**src/nnsi_pkg.sv**
```systemverilog
// Shared types and constants for the nearest-neighbour swap inserter.
package nnsi_pkg;

  localparam int QUBIT_COUNT = 32;
  localparam int QIDX_W      = 5;
  localparam int TAG_W       = 16;
  localparam int CNT_W       = 3;
  localparam int STATE_W     = 3;

  localparam logic [CNT_W-1:0]  TWO_OPERANDS = CNT_W'(2);
  // One bit wider than an index so that the device size itself fits.
  localparam logic [QIDX_W:0]   QUBIT_LIMIT  = (QIDX_W+1)'(QUBIT_COUNT);

  typedef logic [QIDX_W-1:0] qidx_t;

  // Request to the shared step unit.
  typedef struct packed {
    qidx_t operand;   // index to move by one place
    logic  up;        // 1: add one, 0: subtract one
    qidx_t gap;       // current distance between the moving qubits
    qidx_t span_max;  // effective maximum distance
    qidx_t target;    // original index a backward walk stops at
  } alu_req_t;

  // Answer of the shared step unit.
  typedef struct packed {
    qidx_t stepped;  // operand moved by one place
    qidx_t gap_dec;  // gap after one more forward swap
    logic  fits;     // reduced gap is within the maximum distance
    logic  hit;      // stepped index reached the target
  } alu_rsp_t;

endpackage

```
**src/nearest_neighbor_swap_inserter_unit.sv**
```systemverilog
// Top level of the nearest-neighbour swap inserter: distance register, sequencer, checks.
// The first result beat enters the output register after the gate is captured in the
// sequencer state, once the output is not stalled. Results leave one per cycle while the
// output is not stalled, from a single shared one-place step unit under the sequencer;
// the input stays stalled until the last result of the gate is registered.
// Reset (rst, synchronous, active high): sequencer idle, output empty, max_distance = 1.
// A max_distance of 0 acts as 1.
module nearest_neighbor_swap_inserter_unit (
  input  logic                        clk,
  input  logic                        rst,
  // configuration: max_distance
  input  logic                        cfg_valid,
  output logic                        cfg_ready,
  input  nnsi_pkg::qidx_t             cfg_data,
  // gate input
  input  logic                        in_valid,
  output logic                        in_stall,
  input  logic [nnsi_pkg::TAG_W-1:0]  gate_tag,
  input  logic [nnsi_pkg::CNT_W-1:0]  operand_count,
  input  nnsi_pkg::qidx_t             qubit_first,
  input  nnsi_pkg::qidx_t             qubit_second,
  // result output
  output logic                        out_valid,
  input  logic                        out_stall,
  output logic                        is_swap,
  output logic [nnsi_pkg::TAG_W-1:0]  out_tag,
  output nnsi_pkg::qidx_t             out_first,
  output nnsi_pkg::qidx_t             out_second,
  output logic                        last_of_run
);
  import nnsi_pkg::*;

  qidx_t max_distance;

  // Writes must arrive only while idle; the block does not enforce this and accepts every beat at once.
  assign cfg_ready = 1'b1;

  always_ff @(posedge clk) begin
    if (rst) begin
      max_distance <= qidx_t'(1);
    end else if (cfg_valid && cfg_ready) begin
      max_distance <= cfg_data;
    end
  end

  // The sequencer snapshots the distance when a gate is accepted and then steps lower/upper
  // qubits in turn (or passes the gate through), one beat per cycle while the output is not stalled.
  nnsi_seq u_seq (
    .clk           (clk),
    .rst           (rst),
    .max_dist      (max_distance),
    .in_valid      (in_valid),
    .in_stall      (in_stall),
    .gate_tag      (gate_tag),
    .operand_count (operand_count),
    .qubit_first   (qubit_first),
    .qubit_second  (qubit_second),
    .out_valid     (out_valid),
    .out_stall     (out_stall),
    .is_swap       (is_swap),
    .out_tag       (out_tag),
    .out_first     (out_first),
    .out_second    (out_second),
    .last_of_run   (last_of_run)
  );

`ifndef SYNTH
  // An accepted gate closes the input in the following cycle.
  a_busy_after_accept: assert property (@(posedge clk) disable iff (rst)
    (in_valid && !in_stall) |=> in_stall)
    else $error("input not held after gate accepted");

  // Every inserted swap acts on neighbouring qubits.
  a_swap_adjacent: assert property (@(posedge clk) disable iff (rst)
    (out_valid && is_swap) |->
      ((out_first == out_second + 1) || (out_second == out_first + 1)))
    else $error("swap on non-adjacent qubits");

  // The input reopens only once the final beat of the run is in the output register.
  a_reopen_on_last: assert property (@(posedge clk) disable iff (rst)
    ($fell(in_stall) && !$past(rst)) |-> (out_valid && last_of_run))
    else $error("input reopened before run finished");
`endif

endmodule

```
**src/nnsi_alu.sv**
```systemverilog
// Shared step unit: one-place qubit move, gap update and stop checks.
module nnsi_alu (
  input  nnsi_pkg::alu_req_t req,
  output nnsi_pkg::alu_rsp_t rsp
);
  import nnsi_pkg::*;

  always_comb begin
    rsp.stepped = req.up ? (req.operand + qidx_t'(1)) : (req.operand - qidx_t'(1));
    rsp.gap_dec = req.gap - qidx_t'(1);
    rsp.fits    = (rsp.gap_dec <= req.span_max);
    rsp.hit     = (rsp.stepped == req.target);
  end

endmodule

```
**src/nnsi_seq.sv**
```systemverilog
// Sequencer: captures one gate, walks it through the step unit when swaps are needed, registers each result beat.
module nnsi_seq (
  input  logic                        clk,
  input  logic                        rst,
  input  nnsi_pkg::qidx_t             max_dist,
  input  logic                        in_valid,
  output logic                        in_stall,
  input  logic [nnsi_pkg::TAG_W-1:0]  gate_tag,
  input  logic [nnsi_pkg::CNT_W-1:0]  operand_count,
  input  nnsi_pkg::qidx_t             qubit_first,
  input  nnsi_pkg::qidx_t             qubit_second,
  output logic                        out_valid,
  input  logic                        out_stall,
  output logic                        is_swap,
  output logic [nnsi_pkg::TAG_W-1:0]  out_tag,
  output nnsi_pkg::qidx_t             out_first,
  output nnsi_pkg::qidx_t             out_second,
  output logic                        last_of_run
);
  import nnsi_pkg::*;

  localparam logic [STATE_W-1:0] S_IDLE    = 3'd0;
  localparam logic [STATE_W-1:0] S_PASS    = 3'd1;
  localparam logic [STATE_W-1:0] S_FWD_LO  = 3'd2;
  localparam logic [STATE_W-1:0] S_FWD_HI  = 3'd3;
  localparam logic [STATE_W-1:0] S_GATE    = 3'd4;
  localparam logic [STATE_W-1:0] S_BACK_LO = 3'd5;
  localparam logic [STATE_W-1:0] S_BACK_HI = 3'd6;

  logic [STATE_W-1:0] state, state_next;
  qidx_t              lo, lo_next, hi, hi_next, olo, olo_next, ohi, ohi_next;
  qidx_t              cur, cur_next, gap, gap_next, span_max, span_max_next;
  logic               rev, rev_next;
  logic [TAG_W-1:0]   tag, tag_next;
  logic               out_valid_next, is_swap_next, last_next;
  logic [TAG_W-1:0]   out_tag_next;
  qidx_t              out_first_next, out_second_next;

  logic               adv;
  logic               pass;
  qidx_t              cap_lo, cap_hi, cap_dist;
  alu_req_t           req;
  alu_rsp_t           rsp;

  nnsi_alu u_alu (
    .req (req),
    .rsp (rsp)
  );

  assign in_stall = (state != S_IDLE);
  // Output register is free, or its beat leaves this cycle.
  assign adv = !out_valid || !out_stall;

  always_comb begin
    cap_lo   = (qubit_first < qubit_second) ? qubit_first  : qubit_second;
    cap_hi   = (qubit_first < qubit_second) ? qubit_second : qubit_first;
    cap_dist = (max_dist == qidx_t'(0)) ? qidx_t'(1) : max_dist;
    pass     = (operand_count != TWO_OPERANDS)
            || ({1'b0, qubit_first}  >= QUBIT_LIMIT)
            || ({1'b0, qubit_second} >= QUBIT_LIMIT)
            || ((cap_hi - cap_lo) <= cap_dist);
  end

  always_comb begin
    req.gap      = gap;
    req.span_max = span_max;
    unique case (state)
      S_FWD_LO: begin
        req.operand = lo;
        req.up      = 1'b1;
        req.target  = olo;
      end
      S_FWD_HI: begin
        req.operand = hi;
        req.up      = 1'b0;
        req.target  = ohi;
      end
      S_BACK_LO: begin
        req.operand = cur;
        req.up      = 1'b0;
        req.target  = olo;
      end
      S_BACK_HI: begin
        req.operand = cur;
        req.up      = 1'b1;
        req.target  = ohi;
      end
      default: begin
        req.operand = cur;
        req.up      = 1'b1;
        req.target  = ohi;
      end
    endcase
  end

  always_comb begin
    state_next      = state;
    lo_next         = lo;
    hi_next         = hi;
    olo_next        = olo;
    ohi_next        = ohi;
    cur_next        = cur;
    gap_next        = gap;
    span_max_next   = span_max;
    rev_next        = rev;
    tag_next        = tag;
    out_valid_next  = adv ? 1'b0 : out_valid;
    is_swap_next    = is_swap;
    out_tag_next    = out_tag;
    out_first_next  = out_first;
    out_second_next = out_second;
    last_next       = last_of_run;

    if (state == S_IDLE) begin
      if (in_valid) begin
        tag_next      = gate_tag;
        span_max_next = cap_dist;
        rev_next      = (qubit_first > qubit_second);
        olo_next      = cap_lo;
        ohi_next      = cap_hi;
        gap_next      = cap_hi - cap_lo;
        if (pass) begin
          // keep operands as they arrived
          lo_next    = qubit_first;
          hi_next    = qubit_second;
          state_next = S_PASS;
        end else begin
          lo_next    = cap_lo;
          hi_next    = cap_hi;
          state_next = S_FWD_LO;
        end
      end
    end else if (adv) begin
      out_valid_next = 1'b1;
      out_tag_next   = tag;
      is_swap_next   = 1'b1;
      last_next      = 1'b0;
      unique case (state)
        S_PASS: begin
          is_swap_next    = 1'b0;
          out_first_next  = lo;
          out_second_next = hi;
          last_next       = 1'b1;
          state_next      = S_IDLE;
        end
        S_FWD_LO: begin
          out_first_next  = lo;
          out_second_next = rsp.stepped;
          lo_next         = rsp.stepped;
          gap_next        = rsp.gap_dec;
          state_next      = rsp.fits ? S_GATE : S_FWD_HI;
        end
        S_FWD_HI: begin
          out_first_next  = hi;
          out_second_next = rsp.stepped;
          hi_next         = rsp.stepped;
          gap_next        = rsp.gap_dec;
          state_next      = rsp.fits ? S_GATE : S_FWD_LO;
        end
        S_GATE: begin
          // lower side always moved at least once, so a backward walk follows
          is_swap_next    = 1'b0;
          out_first_next  = rev ? hi : lo;
          out_second_next = rev ? lo : hi;
          cur_next        = lo;
          state_next      = S_BACK_LO;
        end
        S_BACK_LO: begin
          out_first_next  = cur;
          out_second_next = rsp.stepped;
          cur_next        = rsp.stepped;
          if (rsp.hit) begin
            if (hi != ohi) begin
              cur_next   = hi;
              state_next = S_BACK_HI;
            end else begin
              last_next  = 1'b1;
              state_next = S_IDLE;
            end
          end
        end
        S_BACK_HI: begin
          out_first_next  = cur;
          out_second_next = rsp.stepped;
          cur_next        = rsp.stepped;
          if (rsp.hit) begin
            last_next  = 1'b1;
            state_next = S_IDLE;
          end
        end
        default: begin
          out_valid_next = 1'b0;
          state_next     = S_IDLE;
        end
      endcase
    end
  end

  always_ff @(posedge clk) begin
    if (rst) begin
      state     <= S_IDLE;
      out_valid <= 1'b0;
    end else begin
      state     <= state_next;
      out_valid <= out_valid_next;
    end
  end

  always_ff @(posedge clk) begin
    lo          <= lo_next;
    hi          <= hi_next;
    olo         <= olo_next;
    ohi         <= ohi_next;
    cur         <= cur_next;
    gap         <= gap_next;
    span_max    <= span_max_next;
    rev         <= rev_next;
    tag         <= tag_next;
    is_swap     <= is_swap_next;
    out_tag     <= out_tag_next;
    out_first   <= out_first_next;
    out_second  <= out_second_next;
    last_of_run <= last_next;
  end

endmodule
```
**config.mk**
```make
export PLATFORM = sky130hd
export DESIGN_NAME = nearest_neighbor_swap_inserter_unit
export DESIGN_NICKNAME = d
export VERILOG_FILES = /design/src/nnsi_pkg.sv /design/src/nearest_neighbor_swap_inserter_unit.sv /design/src/nnsi_alu.sv /design/src/nnsi_seq.sv
export SDC_FILE = /design/constraint.sdc
export NUM_CORES = 1
export LEC_CHECK = 0
export BUFFER_PORTS_ARGS = -buffer_cell sky130_fd_sc_hd__buf_2
export CAP_MARGIN = 40
export CELL_PAD_IN_SITES_DETAIL_PLACEMENT = 0
export CELL_PAD_IN_SITES_GLOBAL_PLACEMENT = 1
export CORE_MARGIN = 2
export CORE_UTILIZATION = 45
export DETAILED_ROUTE_END_ITERATION = 8
export PLACE_DENSITY_LB_ADDON = 0.25
export REMOVE_ABC_BUFFERS = 1
export SLEW_MARGIN = 30
export SYNTH_ARGS = -nofsm -noshare
export SYNTH_HDL_FRONTEND = slang
export SYNTH_SLANG_ARGS = --single-unit
```
**constraint.sdc**
```tcl
create_clock -name clk -period 6.4 [get_ports clk]
set_input_delay 0.96 -clock clk [delete_from_list [all_inputs] [get_ports clk]]
set_output_delay 0.96 -clock clk [all_outputs]
set_load 0.02 [all_outputs]
```
### After elaboration in Yosys (flattened, before gate mapping)

Index checks and enable logic that the tools add are counted.

| operators by class | value |
|---|---|
| equality and inequality tests | 12 |
| mux-type cells | 46 |
| bitwise logic cells | 1 |
| shift-type cells | 0 |
| reductions and logical operators | 30 |
| divide/modulo/power cells | 0 |
| order comparisons | 4 |
| multiply operators | 0 |
| $add $sub $neg | 4 |

Operators with widths:

| operator | number |
|---|---|
| two-way mux 5 bit | 23 |
| case mux 5 bit (3 select lines) | 2 |
| two-way mux 3 bit | 8 |
| case mux 5 bit (4 select lines) | 1 |
| case mux 6 bit (3 select lines) | 1 |
| AND reduction 3 bit | 6 |
| case mux 3 bit (5 select lines) | 1 |
| less-or-equal comparator 5 bit | 2 |
| OR reduction 2 bit | 5 |
| subtractor 5 x 1 -> 5 bit, second input constant | 2 |
| == test 3 bit, second input constant | 3 |
| nonzero test 3 bit | 3 |
| two-way mux 1 bit | 8 |
| nonzero test 2 bit | 4 |
| == test 3 x 2 -> 1 bit, second input constant | 2 |
| inequality test 3 x 1 -> 1 bit, second input constant | 2 |
| OR reduction 6 bit | 1 |
| adder 5 x 1 -> 5 bit, second input constant | 1 |
| == test 5 bit | 1 |
| > comparator 5 bit | 1 |
| logical NOT 5 bit | 1 |
| less-than comparator 5 bit | 1 |
| inequality test 5 bit | 1 |
| subtractor 5 bit | 1 |
| other kinds (13) | 16 |

| storage, ports and cells | value |
|---|---|
| latch bits | 0 |
| input bits | 39 |
| output and inout port bits | 31 |
| register bits | 89 |
| memory bits (read-only) | 0 |
| memory bits (writable) | 0 |
| memories kept | 0 |

### Depth between registers and ports, before layout

Gate-level depths: netlist of run 1.

| depth | value |
|---|---|
| depth after elaboration | 9 |
| depth in mapped cells | 23 |
| mapped depth without buffers | 20 |

### Modules after synthesis

From an unflattened synthesis of run 1, not the netlist that was laid out.

| unflattened totals | value |
|---|---|
| cell total of the unflattened synthesis | 448 |
| area, all modules | 4931.0 um2 |

Modules (own cells, without submodules):

| module | cells each | area each (um2) | instances |
|---|---|---|---|
| nnsi_seq | 379 | 4325.4 | 1 |
| nnsi_alu | 51 | 410.4 | 1 |
| nearest_neighbor_swap_inserter_unit | 18 | 195.2 | 1 |

### Least setup slack after synthesis of run 1

No wires, ideal clock.

| path | value |
|---|---|
| kind | input port to flip-flop |
| start | input qubit_second[4] |
| end | register u_seq.hi[1] (data pin) |
| library setup time | 0.269 ns |
| arrival | 4.913 ns |
| required time | 6.131 ns |
| slack | 1.218 ns |
| stages | 23 |
| path through | inv_1 -> ha_1 -> clkbuf_1 -> nand4_1 -> o21bai_1 -> a21o_1 -> clkbuf_1 -> a22oi_1 -> ha_1 -> inv_1 -> nand2_1 -> mux2i_1 -> o221ai_1 -> a21boi_0 -> xnor2_1 -> ha_1 -> nand2_1 -> o21bai_1 -> a21oi_1 -> clkbuf_1 -> nor2_1 -> a21oi_1 -> mux2i_1 |

| on the way | value |
|---|---|
| longest elaborated chain between the ends | 8 |

Ends and longest elaborated chain:

| element | line | source |
|---|---|---|
| start: declaration | nearest_neighbor_swap_inserter_unit.sv:21 | `input nnsi_pkg::qidx_t qubit_second,` |
| less-than comparator 5 bit | nnsi_seq.sv:55, nnsi_seq.sv:56 |  |
| two-way mux 5 bit, on equally long branches | nnsi_seq.sv:56, nnsi_seq.sv:55 |  |
| subtractor 5 bit | nnsi_seq.sv:61 | `\|\| ((cap_hi - cap_lo) <= cap_dist);` |
| less-or-equal comparator 5 bit | nnsi_seq.sv:61 |  |
| logical OR 1 bit | nnsi_seq.sv:61 |  |
| two-way mux 5 bit * | nnsi_seq.sv:122 | `if (pass) begin` |
| two-way mux 5 bit * | nnsi_seq.sv:115 | `if (in_valid) begin` |
| two-way mux 5 bit * | nnsi_seq.sv:114 | `if (state == S_IDLE) begin` |
| via u_seq.hi_next[1] | nnsi_seq.sv:31 | `qidx_t lo, lo_next, hi, hi_next, olo, olo_next, ohi, ohi_next;` |
| end signal: assignment | nnsi_seq.sv:211 | `hi <= hi_next;` |
| end: declaration | nnsi_seq.sv:31 |  |

Mark *: on every way through the listed nets, which the timed path passes. The rest lies on a longest branch. The select of a mux whose other input is x is not followed.
A chain may end at the register's enable or synchronous reset.

### Final worst setup path of run 1

| path | value |
|---|---|
| start | input qubit_second[4] |
| end | register u_seq.lo[1] (data pin) |

| on the way | value |
|---|---|
| longest elaborated chain between the ends | 8 |

Ends and longest elaborated chain:

| element | line | source |
|---|---|---|
| less-than comparator 5 bit | nnsi_seq.sv:55, nnsi_seq.sv:56 |  |
| two-way mux 5 bit, on equally long branches | nnsi_seq.sv:56, nnsi_seq.sv:55 |  |
| subtractor 5 bit | nnsi_seq.sv:61 |  |
| less-or-equal comparator 5 bit | nnsi_seq.sv:61 |  |
| logical OR 1 bit | nnsi_seq.sv:61 |  |
| two-way mux 5 bit * | nnsi_seq.sv:122 |  |
| two-way mux 5 bit * | nnsi_seq.sv:115 |  |
| two-way mux 5 bit * | nnsi_seq.sv:114 |  |
| via u_seq.lo_next[1] | nnsi_seq.sv:31 |  |
| end signal: assignment | nnsi_seq.sv:210 | `lo <= lo_next;` |
| end: declaration | nnsi_seq.sv:31 |  |

Marks and branches as above.

==> results of run 1 <==
metal layers:
metal  vias up  wire [um]  part of all wire (%)  track usage (%)
met1      1875       5420                    44             26.3
met2       105       6260                    50             35.7
met4         0        192                   1.5             8.92
li1       2010          -                     -                -
met5         -          0                     0                0
met3        14        554                   4.5             3.17
worst register-to-register path, stage by stage, from the launching register on:
cell	delay, ns
dfxtp_1	0.31
buf_4	0.29
inv_1	0.19
nor2_1	0.55
o21a_1	0.26
inv_1	0.08
fa_1	0.48
xor2_1	0.22
and3_1	0.19
nor4_2	0.32
or4b_1	0.63
or2_4	0.34
a211o_1	0.26
worst max-delay path by stage:
stage,start,end,slack (ns),cells past startpoint
finish,qubit_second[4],u_seq.lo[1]$_DFFE_PP_,1.38,22
global route,qubit_second[4],u_seq.lo[1]$_DFFE_PP_,1.00,22
CTS,qubit_second[4],u_seq.lo[1]$_DFFE_PP_,1.34,22
detailed placement,qubit_second[4],u_seq.lo[1]$_DFFE_PP_,1.01,22
global placement,qubit_second[2],u_seq.lo[1]$_DFFE_PP_,1.12,22
floorplan,qubit_second[2],u_seq.lo[1]$_DFFE_PP_,1.13,20
area by class of cell:
| cell class | count | share of cell area [%] |
|---|---|---|
| clock buffers | 10 | 3.88 |
| multi-input cells | 363 | 39.6 |
| flip-flops and latches | 89 | 43.8 |
| repair buffers | 77 | 6.87 |
| inverters | 31 | 1.97 |
| well taps | 143 | 3.03 |
| clock inverters | 6 | 0.848 |
cell usage after synthesis, drive strengths merged (2+ instances only):
library cell	n	area share, %
xnor2	9	1.5
and3	11	1.3
o21a	5	0.73
a221oi	2	0.34
a211oi	3	0.44
mux2i	18	3.5
nor4	3	0.49
dfxtp	9	3.5
a21oi	34	3.3
o31a	2	0.34
a21o	7	1.0
nor3b	7	1.0
nand2	52	3.8
edfxtp	80	47
o211ai	8	1.2
inv	30	2.2
xor2	7	1.2
nor2	46	3.4
clkbuf	18	1.3
o21bai	2	0.29
o221ai	9	1.5
and2	5	0.61
a22oi	10	1.5
buf	10	0.95
o21ai	36	3.5
nor2b	3	0.41
nor3	10	0.97
nand2b	3	0.36
mux2	4	0.87
a221o	3	0.58
or2	2	0.29
nand3	14	1.4
a31oi	2	0.24
ha	20	4.9
or3	2	0.24
nand4	2	0.24
o2bb2ai	2	0.34
power breakdown:
group          internal [uW]  leakage, uW  switching (uW)
logic                    537      0.00138             926
registers                980     0.000837             152
clock network            269     0.000137             227
total                   1790      0.00236            1300
per-stage QoR:
step           area (um^2)  std cells  util, %
2_1_floorplan         5030        483        -
3_3_place_gp          5620        702     49.8
3_5_place_dp          5620        703     49.9
4_1_cts               5900        719     52.4
5_1_grt               5900        719     52.4
6_report              5900        719     52.4
logic make-up (layout without fill, tap and decap cells):
group / count (synthesis) / count (layout) / synth area share [%]
other: 1 / 1 / 0.0728
buffers and inverters: 59 / 124 / 4.54
AOI/OAI and AO/OA: 137 / 137 / 17.4
and+or+nand+nor: 166 / 166 / 15.6
DFF: 89 / 89 / 50.1
muxes: 22 / 22 / 4.37
adders and majority gates: 21 / 21 / 5.25
xor gates and xnor gates: 16 / 16 / 2.72
==> flow_metrics.env, run 1 <==
export IMPL_layout_nets=631
export IMPL_fillers=1026
export IMPL_r2r_end="u_seq.cur[3]$_DFFE_PP_"
export IMPL_tightest_slew_ns=0.739
export IMPL_cts_root_buffer="clkbuf_16"
export IMPL_firstDrtPassIters=4
export IMPL_min_period_over_period_pct=78.5
export IMPL_wire_per_inst_um=17.3
export IMPL_dp_slack_ns=1.01
export IMPL_dieArea_um2=12300
export IMPL_antenna_cells=0
export IMPL_cp_max_fo=19
export IMPL_p_leak_uw=0.00236
export IMPL_cp_slowest_stage_delay_ns=0.47
export IMPL_hold_path_class="reg2reg"
export IMPL_via_per_inst=5.57
export IMPL_track_usage_pct=20.8
export IMPL_async_flop_share_pct=0
export IMPL_power_uw=3090
export IMPL_synth_ff_latch_count=89
export IMPL_clkLatencyLatePin_ns=0.34
export IMPL_slew_viol_final=0
export IMPL_setup_viol=0
export IMPL_synth_distinct_cells=64
export IMPL_syn_cell_area_um2=5150
export IMPL_critPathBufInv=4
export IMPL_final_cell_mix="80 x edfxtp_1, 69 x buf_2, 52 x nand2_1"
export IMPL_ctsHtreeMaxLevel=3
export IMPL_worstRegToRegCells=12
export IMPL_tns_ns=0
export IMPL_end_kind="register"
export IMPL_hold_viol=0
export IMPL_ant_nets=0
export IMPL_initial_core_util_pct=45.7
export IMPL_cts_buffer_depth=2
export IMPL_gp_congestion=0.879
export IMPL_drive_gt1_share_pct=17.5
export IMPL_area_growth_pct=14.5
export IMPL_ir_drop_mv=0.253
export IMPL_synth_warnings=0
export IMPL_rows=39
export IMPL_grt_max_degree=34
export IMPL_synthFlopType="edfxtp_1"
export IMPL_cp_slowest_cell="ha_1"
export IMPL_fin_skew_ns=0.00728
export IMPL_period_minus_slack_ns=5.02
export IMPL_crit_required_ns=6.48
export IMPL_die_x_um=111
export IMPL_hp_start="u_seq.tag[6]$_DFFE_PP_"
export IMPL_synth_edf_count=80
export IMPL_hold_path_cell_count=0
export IMPL_fin_hold_ws_ns=0.421
export IMPL_relSlewSlack_pct=49.5
export IMPL_max_freq_mhz=199
export IMPL_hold_buffers=0
export IMPL_multi_input_area_um2=2340
export IMPL_drt_iter0_markers=219
export IMPL_path_delay_family="compound AO/OA/AOI/OAI gates"
export IMPL_regArea_um2=2580
export IMPL_die_y_um=111
export IMPL_cts_tree="done"
export IMPL_path_clk_slew_ns=0.06
export IMPL_reg2reg_slack_ns=2.05
export IMPL_port_buffers=68
export IMPL_hold_path_endpoint="u_seq.out_tag[6]$_DFFE_PP_"
export IMPL_vias=4004
export IMPL_numCtsBuffers=9
export IMPL_cap_violations=0
export IMPL_setup_ws_ns=1.38
export IMPL_start_kind="primary input"
export IMPL_clock_sinks=89
export IMPL_final_common_cell="edfxtp_1"
export IMPL_syn_avg_cell_area_um2=10.1
export IMPL_grt_pass1_wl_um=20400
export IMPL_syn_inst=511
export IMPL_io_pin_count=70
export IMPL_top_regs="u_seq.out_tag: 16 flops, u_seq.tag: 16 flops"
export IMPL_grt_overflow=0
export IMPL_grt_pass1_vias=4014
export IMPL_crit_chain="buf_2 -> inv_1 -> ha_1 -> nand4_1 -> o21bai_1 -> a21o_1 -> a22oi_1 -> ha_1 -> inv_1 -> nand2_1 -> mux2i_1 -> o221ai_1 -> a21boi_0 -> xnor2_1 -> ha_1 -> nand2_1 -> o21bai_1 -> a21oi_1 -> buf_4 -> mux2_2 -> nand2_1 -> o21ai_0"
export IMPL_postCtsSetupRepairBufs=0
export IMPL_cts_repair_resized=0
export IMPL_antenna_found_initial=0
export IMPL_drc=0
export IMPL_powerDensity_nw_per_um2=524
export IMPL_core_area_um2=11300
export IMPL_routed_wl_um=12400
export IMPL_critical_path_arrival_ns=5.10
export IMPL_status="finished, final reports clean"
export IMPL_yosysSeqAreaShare_pct=50.1
export IMPL_rsz0062_at_grt="false"
export IMPL_hpwl_um=9400
export IMPL_critPathKind="in2reg"
export IMPL_worstReg2RegStart="u_seq.state[2]$_SDFFE_PP0P_"
(Power assumes the default switching activity.)
==> inputs of run 2 (changes only) <==
clock period = 4.7 ns   (was 6.4 ns; I/O delays follow)
==> run 2 against run 1 <==
Hold slack is essentially flat; sequential power grew 37%; clock power grew 41%; cell count grew 1.9%; power grew 39%; largest cell class unchanged.
==> flow_metrics.env, run 2 (same netlist as run 1, synthesis figures left out) <==
export IMPL_status="finished, final reports clean"
export IMPL_layout_nets=645
export IMPL_drc=0
export IMPL_area_growth_pct=16.8
export IMPL_drt_iter0_markers=199
export IMPL_min_period_over_period_pct=91.4
export IMPL_die_x_um=111
export IMPL_max_freq_mhz=233
export IMPL_drive_gt1_share_pct=19.8
export IMPL_relSlewSlack_pct=47.0
export IMPL_power_uw=4300
export IMPL_hold_viol=0
export IMPL_hold_path_class="reg2reg"
export IMPL_worstRegToRegCells=12
export IMPL_p_leak_uw=0.00243
export IMPL_critical_path_arrival_ns=4.37
export IMPL_rsz0062_at_grt="false"
export IMPL_cap_violations=0
export IMPL_gp_congestion=0.924
export IMPL_vias=4086
export IMPL_r2r_end="u_seq.cur[3]$_DFFE_PP_"
export IMPL_tns_ns=0
export IMPL_ant_nets=0
export IMPL_hp_start="u_seq.tag[15]$_DFFE_PP_"
export IMPL_numCtsBuffers=9
export IMPL_cts_repair_resized=0
export IMPL_final_cell_mix="80 x edfxtp_1, 70 x buf_2, 52 x nand2_1"
export IMPL_grt_pass1_wl_um=20100
export IMPL_crit_required_ns=4.78
export IMPL_rows=39
export IMPL_cts_buffer_depth=2
export IMPL_hold_buffers=0
export IMPL_core_area_um2=11300
export IMPL_hpwl_um=9470
export IMPL_track_usage_pct=20.6
export IMPL_via_per_inst=5.57
export IMPL_wire_per_inst_um=16.7
export IMPL_end_kind="register"
export IMPL_period_minus_slack_ns=4.30
export IMPL_firstDrtPassIters=5
export IMPL_postCtsSetupRepairBufs=0
export IMPL_initial_core_util_pct=45.7
export IMPL_clock_sinks=89
export IMPL_die_y_um=111
export IMPL_final_common_cell="edfxtp_1"
export IMPL_powerDensity_nw_per_um2=715
export IMPL_reg2reg_slack_ns=0.74
export IMPL_grt_max_degree=34
export IMPL_start_kind="primary input"
export IMPL_antenna_found_initial=0
export IMPL_path_clk_slew_ns=0.07
export IMPL_tightest_slew_ns=0.783
export IMPL_antenna_cells=0
export IMPL_fillers=1008
export IMPL_cp_max_fo=18
export IMPL_clkLatencyLatePin_ns=0.34
export IMPL_hold_path_endpoint="u_seq.out_tag[15]$_DFFE_PP_"
export IMPL_fin_skew_ns=0.00782
export IMPL_top_regs="u_seq.out_tag: 16 flops, u_seq.tag: 16 flops"
export IMPL_ir_drop_mv=0.316
export IMPL_slew_viol_final=0
export IMPL_dieArea_um2=12300
export IMPL_port_buffers=68
export IMPL_worstReg2RegStart="u_seq.state[2]$_SDFFE_PP0P_"
export IMPL_io_pin_count=70
export IMPL_ctsHtreeMaxLevel=3
export IMPL_cts_tree="done"
export IMPL_grt_overflow=0
export IMPL_grt_pass1_vias=3900
export IMPL_critPathKind="in2reg"
export IMPL_cts_root_buffer="clkbuf_16"
export IMPL_hold_path_cell_count=0
export IMPL_routed_wl_um=12300
export IMPL_setup_viol=0
==> run 2: changes by cell type in the layout (fill, tap and decap cells not counted), sizes merged <==
cell      previous run  this run
inv                 33        35
buf                 77        91
clkinv               4         2
clkinvlp             0         1
clkbuf              10         9
==> run 2: layer usage <==
| metal | track usage [%] | vias to the layer above | routed length, um |
|---|---|---|---|
| met3 | 2.46 | 20 | 505 |
| li1 | - | 2044 | - |
| met4 | 8.50 | 0 | 278 |
| met1 | 26.8 | 1894 | 5380 |
| met5 | 0 | - | 0 |
| met2 | 34.9 | 128 | 6110 |
==> run 2: worst max-delay path by stage <==
stage / startpoint / endpoint / slack, ns / cells after the start
after floorplan: qubit_second[2] / u_seq.lo[1]$_DFFE_PP_ / -0.32 / 20
after global placement: qubit_second[2] / u_seq.lo[4]$_DFFE_PP_ / 0.22 / 21
after detailed placement: qubit_second[2] / u_seq.lo[3]$_DFFE_PP_ / 0.06 / 21
after CTS: qubit_second[2] / u_seq.lo[3]$_DFFE_PP_ / 0.41 / 21
after global routing: qubit_second[2] / u_seq.lo[2]$_DFFE_PP_ / 0.009 / 23
final: qubit_second[2] / u_seq.lo[3]$_DFFE_PP_ / 0.40 / 21
==> run 2: final cells by class <==
| class | instances | area [um^2] | share of cell area [%] |
|---|---|---|---|
| clock inverter | 7 | 67.6 | 1.12 |
| timing repair buffer | 91 | 508 | 8.44 |
| clock buffer | 9 | 225 | 3.74 |
| sequential | 89 | 2580 | 42.9 |
| multi-input combinational | 363 | 2340 | 38.9 |
| inverter | 31 | 116 | 1.93 |
| tap | 143 | 179 | 2.97 |
==> run 2: metrics by stage <==
stage	area [um^2]	hold WS [ns]	util [%]	setup WS (ns)	std cells
after floorplan	5030	0.400	-	-0.319	483
after global placement	5720	0.401	50.7	0.217	715
after CTS	6010	0.420	53.3	0.413	731
after global routing	6020	0.428	53.4	0.00864	733
after detailed placement	5720	0.405	50.7	0.0575	715
final	6020	0.421	53.4	0.403	733
==> run 2: critical path, cell delays in order <==
cell      delay, ns
buf_2          0.11
inv_1          0.06
ha_1           0.30
a21o_1         0.19
a21o_1         0.20
a211oi_1       0.31
a22oi_1        0.14
ha_1           0.19
inv_1          0.07
nand2_1        0.05
mux2i_1        0.22
o221ai_1       0.22
a21boi_0       0.26
xnor2_1        0.10
ha_1           0.29
nand2_1        0.06
o21bai_1       0.15
a21oi_1        0.19
buf_4          0.26
mux2i_1        0.20
o21ai_0        0.09
==> run 2: report_power, final <==
part | leakage (uW) | internal (uW) | switching, uW
sequential | 0.000837 | 1330 | 215
combinational | 0.00145 | 790 | 1260
clock | 0.000142 | 374 | 325
